## src/lrut_pkg.sv

```systemverilog
// Shared types and constants for the LRU replacement tracker.
package lrut_pkg;

   localparam int ID_WIDTH         = 6;
   localparam int DEFAULT_CAPACITY = 64;

   typedef enum logic [1:0] {
      CMD_INSERT = 2'd0,
      CMD_ERASE  = 2'd1,
      CMD_VICTIM = 2'd2,
      CMD_NONE   = 2'd3
   } cmd_type;

   // Per-cell control for one beat: gap closing enable and append strobe.
   typedef struct packed {
      logic remove_en;
      logic load;
   } cell_ctrl_type;

endpackage

```

## src/lrut_cell.sv

```systemverilog
// One slot of the recency chain: holds an id and its valid bit.
module lrut_cell (
   input  logic                          clock,
   input  logic                          reset,
   input  lrut_pkg::cell_ctrl_type       ctrl,
   input  logic [lrut_pkg::ID_WIDTH-1:0] key,
   input  logic [lrut_pkg::ID_WIDTH-1:0] right_id,
   input  logic                          right_valid,
   input  logic                          carry_in,
   output logic [lrut_pkg::ID_WIDTH-1:0] id,
   output logic                          valid,
   output logic                          carry_out
);
   import lrut_pkg::*;

   logic [ID_WIDTH-1:0] id_ff, id_in;
   logic                valid_ff, valid_in;
   logic                shift;

   // The carry marks every slot at or after the removed one.
   assign carry_out = carry_in | (valid_ff & (id_ff == key));
   assign shift     = ctrl.remove_en & carry_out;

   always_comb begin
      id_in    = id_ff;
      valid_in = valid_ff;
      if (ctrl.load) begin
         id_in    = key;
         valid_in = 1'b1;
      end else if (shift) begin
         id_in    = right_id;
         valid_in = right_valid;
      end
   end

   always_ff @(posedge clock) begin
      if (reset) begin
         valid_ff <= 1'b0;
      end else begin
         valid_ff <= valid_in;
      end
      id_ff <= id_in;
   end

   assign id    = id_ff;
   assign valid = valid_ff;

endmodule

```

## src/lru_replacement_tracker_unit.sv

```systemverilog
// Top level of the LRU replacement tracker: a chain of id cells ordered by recency.
//
//   channel | direction | fields                          | handshake
//   req_    | in        | command, frame_id               | req_valid / req_ready
//   rsp_    | out       | ok, victim_id, entry_count      | rsp_valid / rsp_ready
//
// For each request beat, the cells of the chain compare the frame id in
// parallel, a carry ripples along the chain from the least recent end to mark the
// slots that close the gap, and the append slot is picked by the entry count.
// One request is taken per cycle unless a held response stalls; the response
// register holds one result; the next request enters in the same cycle it leaves.
// Reset clears the valid bits, the entry count and the response valid flag.
module lru_replacement_tracker_unit #(
   parameter int CAPACITY = lrut_pkg::DEFAULT_CAPACITY
) (
   input  logic                                clock,
   input  logic                                reset,
   input  logic                                req_valid,
   output logic                                req_ready,
   input  logic [1:0]                          req_command,
   input  logic [lrut_pkg::ID_WIDTH-1:0]       req_frame_id,
   output logic                                rsp_valid,
   input  logic                                rsp_ready,
   output logic                                rsp_ok,
   output logic [lrut_pkg::ID_WIDTH-1:0]       rsp_victim_id,
   output logic [$clog2(CAPACITY+1)-1:0]       rsp_entry_count
);
   import lrut_pkg::*;

   localparam int COUNT_W = $clog2(CAPACITY + 1);

   // Chain wiring. Slot 0 is the least recent entry; the last slot sees an
   // empty neighbor on its right.
   logic [ID_WIDTH-1:0] cell_id    [CAPACITY+1];
   logic [CAPACITY:0]   cell_valid;
   logic [CAPACITY:0]   carry;
   cell_ctrl_type       cell_ctrl  [CAPACITY];

   logic [COUNT_W-1:0]  count_ff, count_in;
   logic                rsp_valid_ff, rsp_valid_in;
   logic                rsp_ok_ff, rsp_ok_in;
   logic [ID_WIDTH-1:0] rsp_victim_ff, rsp_victim_in;

   logic                accept;
   cmd_type             cmd;
   logic                found;
   logic                not_full;
   logic                not_empty;
   logic                insert_ok;
   logic                remove_en;
   logic [COUNT_W-1:0]  append_slot;

   assign req_ready = ~rsp_valid_ff | rsp_ready;
   assign accept    = req_valid & req_ready;
   assign cmd       = cmd_type'(req_command);

   assign not_full  = (count_ff != COUNT_W'(CAPACITY));
   assign not_empty = (count_ff != '0);

   // A victim request forces the carry in at the oldest slot, so the whole
   // chain shifts down by one. For insert and erase the carry starts at the
   // matching slot, and it comes out of the far end only if the id was found.
   assign carry[0] = (cmd == CMD_VICTIM) & not_empty;
   assign found    = carry[CAPACITY];

   assign insert_ok = found | not_full;

   // A refreshed id goes back in at the last occupied slot after the gap closes.
   assign append_slot = found ? (count_ff - COUNT_W'(1)) : count_ff;

   always_comb begin
      remove_en = 1'b0;
      unique case (cmd) inside
         CMD_INSERT, CMD_ERASE, CMD_VICTIM: remove_en = accept;
         default:                           remove_en = 1'b0;
      endcase
   end

   assign cell_id[CAPACITY]    = '0;
   assign cell_valid[CAPACITY] = 1'b0;

   for (genvar i = 0; i < CAPACITY; i++) begin : g_cell
      assign cell_ctrl[i].remove_en = remove_en;
      assign cell_ctrl[i].load      = accept & (cmd == CMD_INSERT) & insert_ok
                                      & (append_slot == COUNT_W'(i));

      lrut_cell u_cell (
         .clock       (clock),
         .reset       (reset),
         .ctrl        (cell_ctrl[i]),
         .key         (req_frame_id),
         .right_id    (cell_id[i+1]),
         .right_valid (cell_valid[i+1]),
         .carry_in    (carry[i]),
         .id          (cell_id[i]),
         .valid       (cell_valid[i]),
         .carry_out   (carry[i+1])
      );
   end

   // Entry count and the response fields for the accepted beat.
   always_comb begin
      count_in      = count_ff;
      rsp_ok_in     = rsp_ok_ff;
      rsp_victim_in = rsp_victim_ff;
      rsp_valid_in  = rsp_valid_ff & ~rsp_ready;
      if (accept) begin
         rsp_valid_in  = 1'b1;
         rsp_ok_in     = 1'b0;
         rsp_victim_in = '0;
         unique case (cmd)
            CMD_INSERT: begin
               rsp_ok_in = insert_ok;
               if (!found && not_full) begin
                  count_in = count_ff + COUNT_W'(1);
               end
            end
            CMD_ERASE: begin
               rsp_ok_in = found;
               if (found) begin
                  count_in = count_ff - COUNT_W'(1);
               end
            end
            CMD_VICTIM: begin
               if (not_empty) begin
                  rsp_ok_in     = 1'b1;
                  rsp_victim_in = cell_id[0];
                  count_in      = count_ff - COUNT_W'(1);
               end
            end
            default: begin
               rsp_ok_in = 1'b0;
            end
         endcase
      end
   end

   always_ff @(posedge clock) begin
      if (reset) begin
         count_ff     <= '0;
         rsp_valid_ff <= 1'b0;
      end else begin
         count_ff     <= count_in;
         rsp_valid_ff <= rsp_valid_in;
      end
      rsp_ok_ff     <= rsp_ok_in;
      rsp_victim_ff <= rsp_victim_in;
   end

   // The response register holds the count as it stood after its own beat.
   logic [COUNT_W-1:0] rsp_count_ff;

   always_ff @(posedge clock) begin
      if (accept) begin
         rsp_count_ff <= count_in;
      end
   end

   assign rsp_valid       = rsp_valid_ff;
   assign rsp_ok          = rsp_ok_ff;
   assign rsp_victim_id   = rsp_victim_ff;
   assign rsp_entry_count = rsp_count_ff;

   // The occupied slots always match the entry count.
   a_valid_matches_count: assert property (@(posedge clock) disable iff (reset)
      $countones(cell_valid) == int'(count_ff))
      else $error("cell valid bits disagree with entry count");

   a_count_in_range: assert property (@(posedge clock) disable iff (reset)
      int'(count_ff) <= CAPACITY)
      else $error("entry count above capacity");

   a_empty_victim_fails: assert property (@(posedge clock) disable iff (reset)
      accept && (cmd == CMD_VICTIM) && (count_ff == '0) |=> rsp_valid && !rsp_ok)
      else $error("victim on an empty set reported success");

endmodule

```

## config.mk

```make
export PLATFORM = sky130hd
export DESIGN_NAME = lru_replacement_tracker_unit
export DESIGN_NICKNAME = d
export VERILOG_FILES = /design/src/lrut_pkg.sv /design/src/lrut_cell.sv /design/src/lru_replacement_tracker_unit.sv
export SDC_FILE = /design/constraint.sdc
export NUM_CORES = 1
export LEC_CHECK = 0
export BUFFER_PORTS_ARGS = -buffer_cell sky130_fd_sc_hd__clkbuf_2
export CAP_MARGIN = 20
export CORE_MARGIN = 5
export CORE_UTILIZATION = 50
export CTS_BUF_LIST = sky130_fd_sc_hd__clkbuf_4 sky130_fd_sc_hd__clkbuf_8 sky130_fd_sc_hd__clkbuf_16
export CTS_CLUSTER_DIAMETER = 150
export DETAILED_ROUTE_END_ITERATION = 7
export GPL_ROUTABILITY_DRIVEN = 0
export PLACE_DENSITY = 0.69
export SLEW_MARGIN = 20
export SYNTH_ARGS = -nofsm -noshare
export SYNTH_HDL_FRONTEND = slang
export SYNTH_SLANG_ARGS = --single-unit
```

## constraint.sdc

```tcl
create_clock -name clock -period 4.7 [get_ports clock]
set_input_delay 0.94 -clock clock [delete_from_list [all_inputs] [get_ports clock]]
set_output_delay 0.94 -clock clock [all_outputs]
set_load 0.03 [all_outputs]
```

==> metrics.md, run 1 <==
| Metric | Value |
|---|---|
| Status | `complete, no violations` |
| Vias per std cell | `5.81` |
| Number of flops mapped to enable cells by yosys | `398` |
| I/O pins | `28` |
| CP max FO | `19` |
| Largest cells by area after synthesis | `edfxtp_1 45%, mux2_2 16%, xnor2_1 6.6%` |
| CP startpoint | `req_frame_id[3]` |
| Syn Std Cell Area | `26500 sq um` |
| Reg-to-reg endpoint | `g_cell[5].u_cell.id[3]$_DFFE_PP_` |
| WS Path Type | `primary input to register` |
| Site Rows | `84` |
| Async SR Flop Fraction | `0%` |
| Post-CTS Setup Inserts | `0` |
| Worst-case clock buffer depth | `3` |
| CP Data Arrival Time | `4.80 ns` |
| CTS Sinks | `470` |
| Core ar. | `~53000 sq um` |
| WL met1 | `roughly 30000 um` |
| Hold path endpoint | `rsp_valid$_SDFF_PP0_` |
| Nets | `2331` |
| Total Die Area | `57700 sq um` |
| CTS buffer count | `52` |
| Seq cells post-synth | `470` |
| Fin. max-slew vios | `0` |
| Initial Util | `50.5%` |
| Syn Inst Count | `2133` |
| Critical Path End Type | `register` |
| Post-DP Area | `around 29000 sq um` |
| Syn nets | `between 2k and 2.5k` |
| Clock skew | `0.0364 ns` |
| Clock insertion delay at the later pin of the skew report | `just over 0.6 ns` |
| Post-CTS Resized | `0` |
| Chip height | `between 200 and 250 um` |
| Fmax | `225 MHz` |
| H-tree Lvls | `2` |
| Grt ovf | `0` |
| WL final | `65100 um` |
| Worst-Margin Slew | `0.895 ns` |
| Post-synthesis sequential area ratio | `about half` |
| Ys Warns | `0` |
| Area of the multi-input gates | `12200 sq um` |
| Area growth syn-to-layout | `16.7%` |
| Post-synth top area share | `45.1%` |
| Design Area, Final | `roughly 31000 sq um` |
| Pwr dens | `309 nW/um^2` |
| Met3 wire length | `3980 um` |
| FF-to-FF setup slack | `0.40 ns` |
| Initial antenna violation count | `1` |
| Clock root buffer | `clkbuf_16` |
| Synth Flop Type | `edfxtp_1` |
| Unrepaired setup endpoints after global routing | `no` |
| Top layer in use | `met5` |
| Slew headroom | `40.2%` |
| HPWL Detailed | `46800 um` |
| Hold depth | `2` |
| DR pass1 iterations | `5` |
| Final Util | `58.9%` |
| Routed WL per cell | `between 20 and 25 um` |
| Die X | `240 um` |
| CTS tree | `yes` |
| DR DRC count | `0` |
| Max-capacitance violation count | `0` |
| # fillers | `4141` |
| Met2 wire length | `30200 um` |
| First-pass GRT wire length | `103000 um` |
| WP data required | `5.05 ns` |
| Top cells by count, synth | `398 x edfxtp_1, 386 x mux2_2, 199 x xnor2_1, 187 x xor2_1, 107 x clkbuf_1` |
| Vias in the first global route | `17.8k` |
| Syn_area_per_cell | `around 12 sq um` |
| Most frequent cell after synthesis | `edfxtp_1` |
| Worst reg2reg path depth | `14` |
| Clock transition at path regs | `0.06 ns` |
| Post-CTS Hold Fix Bufs | `0` |
| Routed Antenna Nets | `0` |
| Maximum vdd ir drop | `approximately 0.24 mV` |
| Fin. Hold Viols | `0` |
| Layout cells sized above 1 | `approximately a third` |
| Hold WC Path Type | `register to register` |
| Static leakage power | `about 11 nW` |
| Hold Path Origin | `rsp_valid$_SDFF_PP0_` |
| Largest net degree at the start of global routing | `45` |
| Count of cell types in the netlist | `78` |
| Area leader, netlist | `edfxtp_1` |
| CP Launch Type | `primary input` |
| Gr usage total | `between 20 and 25%` |
| Vias post-DR | `~18k` |
| Setup Viol. Count Final | `0` |
| RR Startpoint | `g_cell[28].u_cell.id[2]$_DFFE_PP_` |
| Seq. cell area | `13400 sq um` |
| Fin crit period | `between 4 and 5 ns` |
| Port Buffers | `27` |
| First DRT Iteration DRCs | `1528` |
| Period utilization | `94.6%` |
| Ant diodes | `0` |
## worst max-delay path, cell delays in order
cell and delay [ns]:
buf_6 0.15, buf_12 0.20, buf_4 0.16, xor2_1 0.14, nor4_1 0.08, buf_4 0.14, nor3_1 0.29, buf_4 0.18
nand2_1 0.08, nor4_4 0.37, buf_4 0.22, a31oi_1 0.13, and2_1 0.22, a22oi_1 0.63, buf_4 0.22, nand2b_1 0.17
buf_12 0.14, mux2_2 0.32
## per-stage QoR
stage / cells / power (W) / hold slack [ns] / setup WS (ns) / TNS, ns
after detailed placement: 2950 / 0.00533 / 0.519 / -0.337 / -29.33
after global placement: 2950 / 0.00532 / 0.512 / -0.367 / -35.40
after CTS: 3048 / 0.00961 / 0.527 / 0.290 / 0
after floorplan: 2133 / 0.00509 / 0.528 / -0.00679 / -0.204
after global routing: 3048 / 0.00985 / 0.559 / 0.108 / 0
final: 3048 / 0.00955 / 0.520 / 0.254 / 0
## layout make-up
cell class / count / share of cell area [%]
Clock buffer: 70 / 5.01
Clock inverter: 28 / 0.926
Inverter: 11 / 0.133
Multi-Input combinational cell: 1493 / 39.6
Sequential cell: 470 / 43.3
Tap cell: 688 / 2.78
Timing Repair Buffer: 288 / 8.31
## power by group
part           internal, W  switching [W]
sequential         0.00452      0.0000260
combinational     0.000278       0.000424
clock              0.00259        0.00171
## worst max-delay path by stage
stage                                         to  slack (ns)  cells past startpoint
3_3_place_gp   g_cell[44].u_cell.id[2]$_DFFE_PP_       -0.37                     16
4_1_cts         g_cell[5].u_cell.id[3]$_DFFE_PP_        0.29                     18
2_1_floorplan  g_cell[33].u_cell.id[0]$_DFFE_PP_      -0.007                     13
5_1_grt        g_cell[44].u_cell.id[4]$_DFFE_PP_        0.11                     16
6_report        g_cell[5].u_cell.id[3]$_DFFE_PP_        0.25                     18
3_5_place_dp    g_cell[5].u_cell.id[3]$_DFFE_PP_       -0.34                     18
## layout by cell type, fill, tap and decap left out, drive strengths merged, types with 5 or more instances in the layout
master and count:
a211o 6, a211oi 6, a21oi 61, a22oi 5, a31oi 5, and2 24
and3 5, buf 267, bufinv 5, clkbuf 91, clkinv 21, dfxtp 72
edfxtp 398, inv 11, mux2 401, mux2i 45, nand2 95, nand2b 27
nand3 17, nand3b 5, nand4 71, nor2 91, nor2b 5, nor3 12
nor4 49, o21a 26, o21ai 48, o22ai 13, o31ai 6, or2 25
or3 7, or4 12, xnor2 199, xor2 187
## logic make-up after synthesis
group                      synth area share (%)
and+or+nand+nor                            9.31
AOI/OAI and AO/OA                          5.07
adders and majority gates                 0.142
xor gates and xnor gates                   12.7
DFF                                        50.5
buffers and inverters                      3.41
muxes                                      18.8
## metal layers
| metal | track usage, % | up-vias |
|---|---|---|
| met1 | 32.0 | 8803 |
| met4 | 6.17 | 4 |
| li1 | - | 8203 |
| met2 | 35.8 | 577 |
| met5 | 0 | - |
| met3 | 3.64 | 113 |
## sequential cells by signal (all words and copies together), names as in the netlist
signal / cells
rsp_valid: 1
count_ff: 7
rsp_entry_count: 7
g_cell.u_cell.id: 384
g_cell.u_cell.valid: 64
rsp_ok: 1
rsp_victim_id: 6
Power figures use the tool's default switching activity.
==> run 2: changes to the inputs <==
--- a/config.mk
+++ b/config.mk
@@ -5,15 +5,15 @@
 export SDC_FILE = /design/constraint.sdc
 export NUM_CORES = 1
 export LEC_CHECK = 0
-export BUFFER_PORTS_ARGS = -buffer_cell sky130_fd_sc_hd__clkbuf_2
 export CAP_MARGIN = 20
 export CORE_MARGIN = 5
 export CORE_UTILIZATION = 50
 export CTS_BUF_LIST = sky130_fd_sc_hd__clkbuf_4 sky130_fd_sc_hd__clkbuf_8 sky130_fd_sc_hd__clkbuf_16
 export CTS_CLUSTER_DIAMETER = 150
 export DETAILED_ROUTE_END_ITERATION = 7
-export GPL_ROUTABILITY_DRIVEN = 0
+export DONT_BUFFER_PORTS = 1
 export PLACE_DENSITY = 0.69
+export REMOVE_ABC_BUFFERS = 1
 export SLEW_MARGIN = 20
 export SYNTH_ARGS = -nofsm -noshare
 export SYNTH_HDL_FRONTEND = slang
==> run 2 against run 1 <==
Core utilization down 3.5 points. Fmax is 0.42% lower. Largest cell class unchanged. First-iteration DRC count is 25% lower. Non-clock buffer count shrank 190. Critical endpoint is now g_cell[26].u_cell.id[5]$_DFFE_PP_. Combinational power is 41% lower. Global-route usage fell by 1.6 points. Setup slack lost 0.019 ns. Sequential share of layout area up 2.7 points. Critical path type is now register to register. Total power fell by 5.0%.
==> metrics.md, run 2 (synthesis results as in run 1) <==
| Metric | Value |
|---|---|
| Pwr dens | `312 nW/um^2` |
| Clock root buffer | `clkbuf_16` |
| Pre-CTS setup slack | `-0.139 ns` |
| Vias per std cell | `5.81` |
| Unrepaired setup endpoints after global routing | `no` |
| Site Rows | `84` |
| Internal power | `a little over 0.007 W` |
| Crit path max-delay cell type | `nor4_2` |
| Hold Path Origin | `reset` |
| Vias post-DR | `about 17k` |
| RR Startpoint | `count_ff[2]$_SDFF_PP0_` |
| Hold depth | `1` |
| Commonest non-fill, non-tap cell in the layout | `edfxtp_1` |
| Maximum vdd ir drop | `0.260 mV` |
| Combinational power share | `4.6%` |
| Placer Congestion | `0.888` |
| I/O pins | `28` |
| Largest net degree at the start of global routing | `129` |
| Clock insertion delay at the later pin of the skew report | `0.60 ns` |
| Seq pwr share | `50.3%` |
| CP Launch Type | `register` |
| CP most frequent cell | `buf_4` |
| Part of the power in the clock network | `45.1%` |
| DR DRC count | `0` |
| Core ar. | `52600 sq um` |
| Most frequent cells in the layout | `398 x edfxtp_1, 386 x mux2_2, 199 x xnor2_1, 187 x xor2_1, 95 x nand2_1` |
| Ant diodes | `0` |
| WL final | `60600 um` |
| Worst-case clock buffer depth | `3` |
| Routed Antenna Nets | `0` |
| Status | `complete, no violations` |
| Setup Viol. Count Final | `0` |
| Fin. max-slew vios | `0` |
| CTS Sinks | `470` |
| Non-filler cells, final | `2854` |
| Post-CTS Hold Fix Bufs | `0` |
| CP Data Arrival Time | `4.80 ns` |
| Die X | `roughly 240 um` |
| CTS buffer count | `51` |
| Area of the multi-input gates | `between 10000 and 15000 sq um` |
| Chip height | `roughly 240 um` |
| Max-capacitance violation count | `0` |
| Nets | `around 2.1k` |
| Net switching power figure | `0.00192 W` |
| Final Power | `~0.0091 W` |
| Initial Util | `50.5%` |
| Vias in the first global route | `roughly 17k` |
| Switching Share | `21.2%` |
| Fin. Hold Viols | `0` |
| CP max FO | `17` |
| WS Path Type | `register to register` |
| Worst-path cell chain | `nor4_2 > a311oi_1 > buf_4 > a41oi_2 > nand4_1 > nand3b_1 > nor3_4 > nand3_4 > buf_4 > o21ai_1 > buf_4 > o21ai_0 > buf_4 > or2_2 > mux2_2` |
| Period utilization | `between 90% and 100%` |
| Routed WL per cell | `21.2 um` |
| # fillers | `around 4.4k` |
| FF-to-FF setup slack | `around 0.24 ns` |
| First DRT Iteration DRCs | `1148` |
| Total Die Area | `57700 sq um` |
| Max reg flops | `384` |
| Grt ovf | `0` |
| Worst-Margin Slew | `0.892 ns` |
| First-pass GRT wire length | `96600 um` |
| Area growth syn-to-layout | `9.82%` |
| Crit path largest cell delay | `roughly 0.37 ns` |
| Fin crit period | `4.46 ns` |
| Clock skew | `approximately 0.026 ns` |
| DP Cell Count | `2760` |
| Post-Route Setup TNS | `0 ns` |
| CTS tree | `yes` |
| H-tree Lvls | `2` |
| Layout cells sized above 1 | `28.9%` |
| DR pass1 iterations | `6` |
| Static leakage power | `10.1 nW` |
| Port Buffers | `0` |
| Seq. cell area | `13400 sq um` |
| Fmax | `roughly 220 MHz` |
| Hold WC Path Type | `primary input to register` |
| Gr usage total | `20.9%` |
| WP data required | `5.03 ns` |
| Hold path endpoint | `g_cell[21].u_cell.valid$_SDFFE_PP0P_` |
| Hold Slack | `between 0.4 and 0.5 ns` |
| Initial antenna violation count | `0` |
| Worst reg2reg path depth | `15` |
| Reg-to-reg endpoint | `g_cell[26].u_cell.id[5]$_DFFE_PP_` |
| Critical Path End Type | `register` |
| HPWL Detailed | `38800 um` |
| Final worst slack | `about 0.24 ns` |
| Slew headroom | `39.9%` |
| Clock transition at path regs | `~0.06 ns` |
## run 2: cell types whose count changed in the layout (fill, tap and decap cells not counted), sizes merged
| cell | change |
|---|---|
| bufinv | -1 |
| buf | -169 |
| clkinv | -5 |
| clkbuf | -22 |
| clkinvlp | +3 |
## run 2: repair_timing
| action | in CTS | in global routing |
|---|---|---|
| setup buffers | 0 | 0 |
| setup endpoints to repair | 0 | 102 |
| gates resized for setup | 0 | 3 |
## run 2: worst max path at each step
stage               depth (start not counted)              startpoint  slack [ns]                                end
finish                                     15  count_ff[2]$_SDFF_PP0_        0.24  g_cell[26].u_cell.id[5]$_DFFE_PP_
global route                               12  count_ff[2]$_SDFF_PP0_        0.02  g_cell[50].u_cell.id[5]$_DFFE_PP_
CTS                                        15  count_ff[2]$_SDFF_PP0_        0.12  g_cell[26].u_cell.id[0]$_DFFE_PP_
detailed placement                         14         req_frame_id[2]       -0.14  g_cell[26].u_cell.id[1]$_DFFE_PP_
global placement                           14         req_frame_id[4]       -0.14  g_cell[26].u_cell.id[1]$_DFFE_PP_
floorplan                                  11         req_frame_id[2]       -0.31  g_cell[24].u_cell.id[0]$_DFFE_PP_
## run 2: final cells by class
cell class,count,share of cell area [%]
Inverter,11,0.142
Clock inverter,25,0.795
Clock buffer,69,5.12
Multi-Input combinational cell,1493,42.1
Timing Repair Buffer,98,2.91
Tap cell,688,2.96
Sequential cell,470,46.0
## run 2: per-stage QoR
stage | util [%] | cell area [sq um]
final | 55.4 | 29100
after global routing | 55.4 | 29100
after CTS | 55.4 | 29100
after detailed placement | 52.1 | 27400
after global placement | 52.1 | 27400
after floorplan | - | 25700
## run 2: critical path: cells and delay by family (launching register included)
| family | cells | cell delay, ns |
|---|---|---|
| buf+inv | 4 | 0.85 |
| mux | 1 | 0.31 |
| compound gates | 4 | 0.88 |
| flops | 1 | 0.32 |
| simple gates | 6 | 1.83 |
## run 2: power by group through the flow
stage	Combinational (W)	Sequential (W)	Clock [W]
finish	0.000416	0.00457	0.00409
floorplan	0.000303	0.00465	0
detailed placement	0.000411	0.00466	0
global placement	0.000402	0.00465	0
CTS	0.000414	0.00457	0.00417
global route	0.000453	0.00457	0.00434
## run 2: per-layer routing
layer | GRT usage (%) | share of wire (%)
met4 | 6.46 | 2.6
met1 | 27.7 | 44
met3 | 3.51 | 5.4
met2 | 35.2 | 48
met5 | 0 | 0
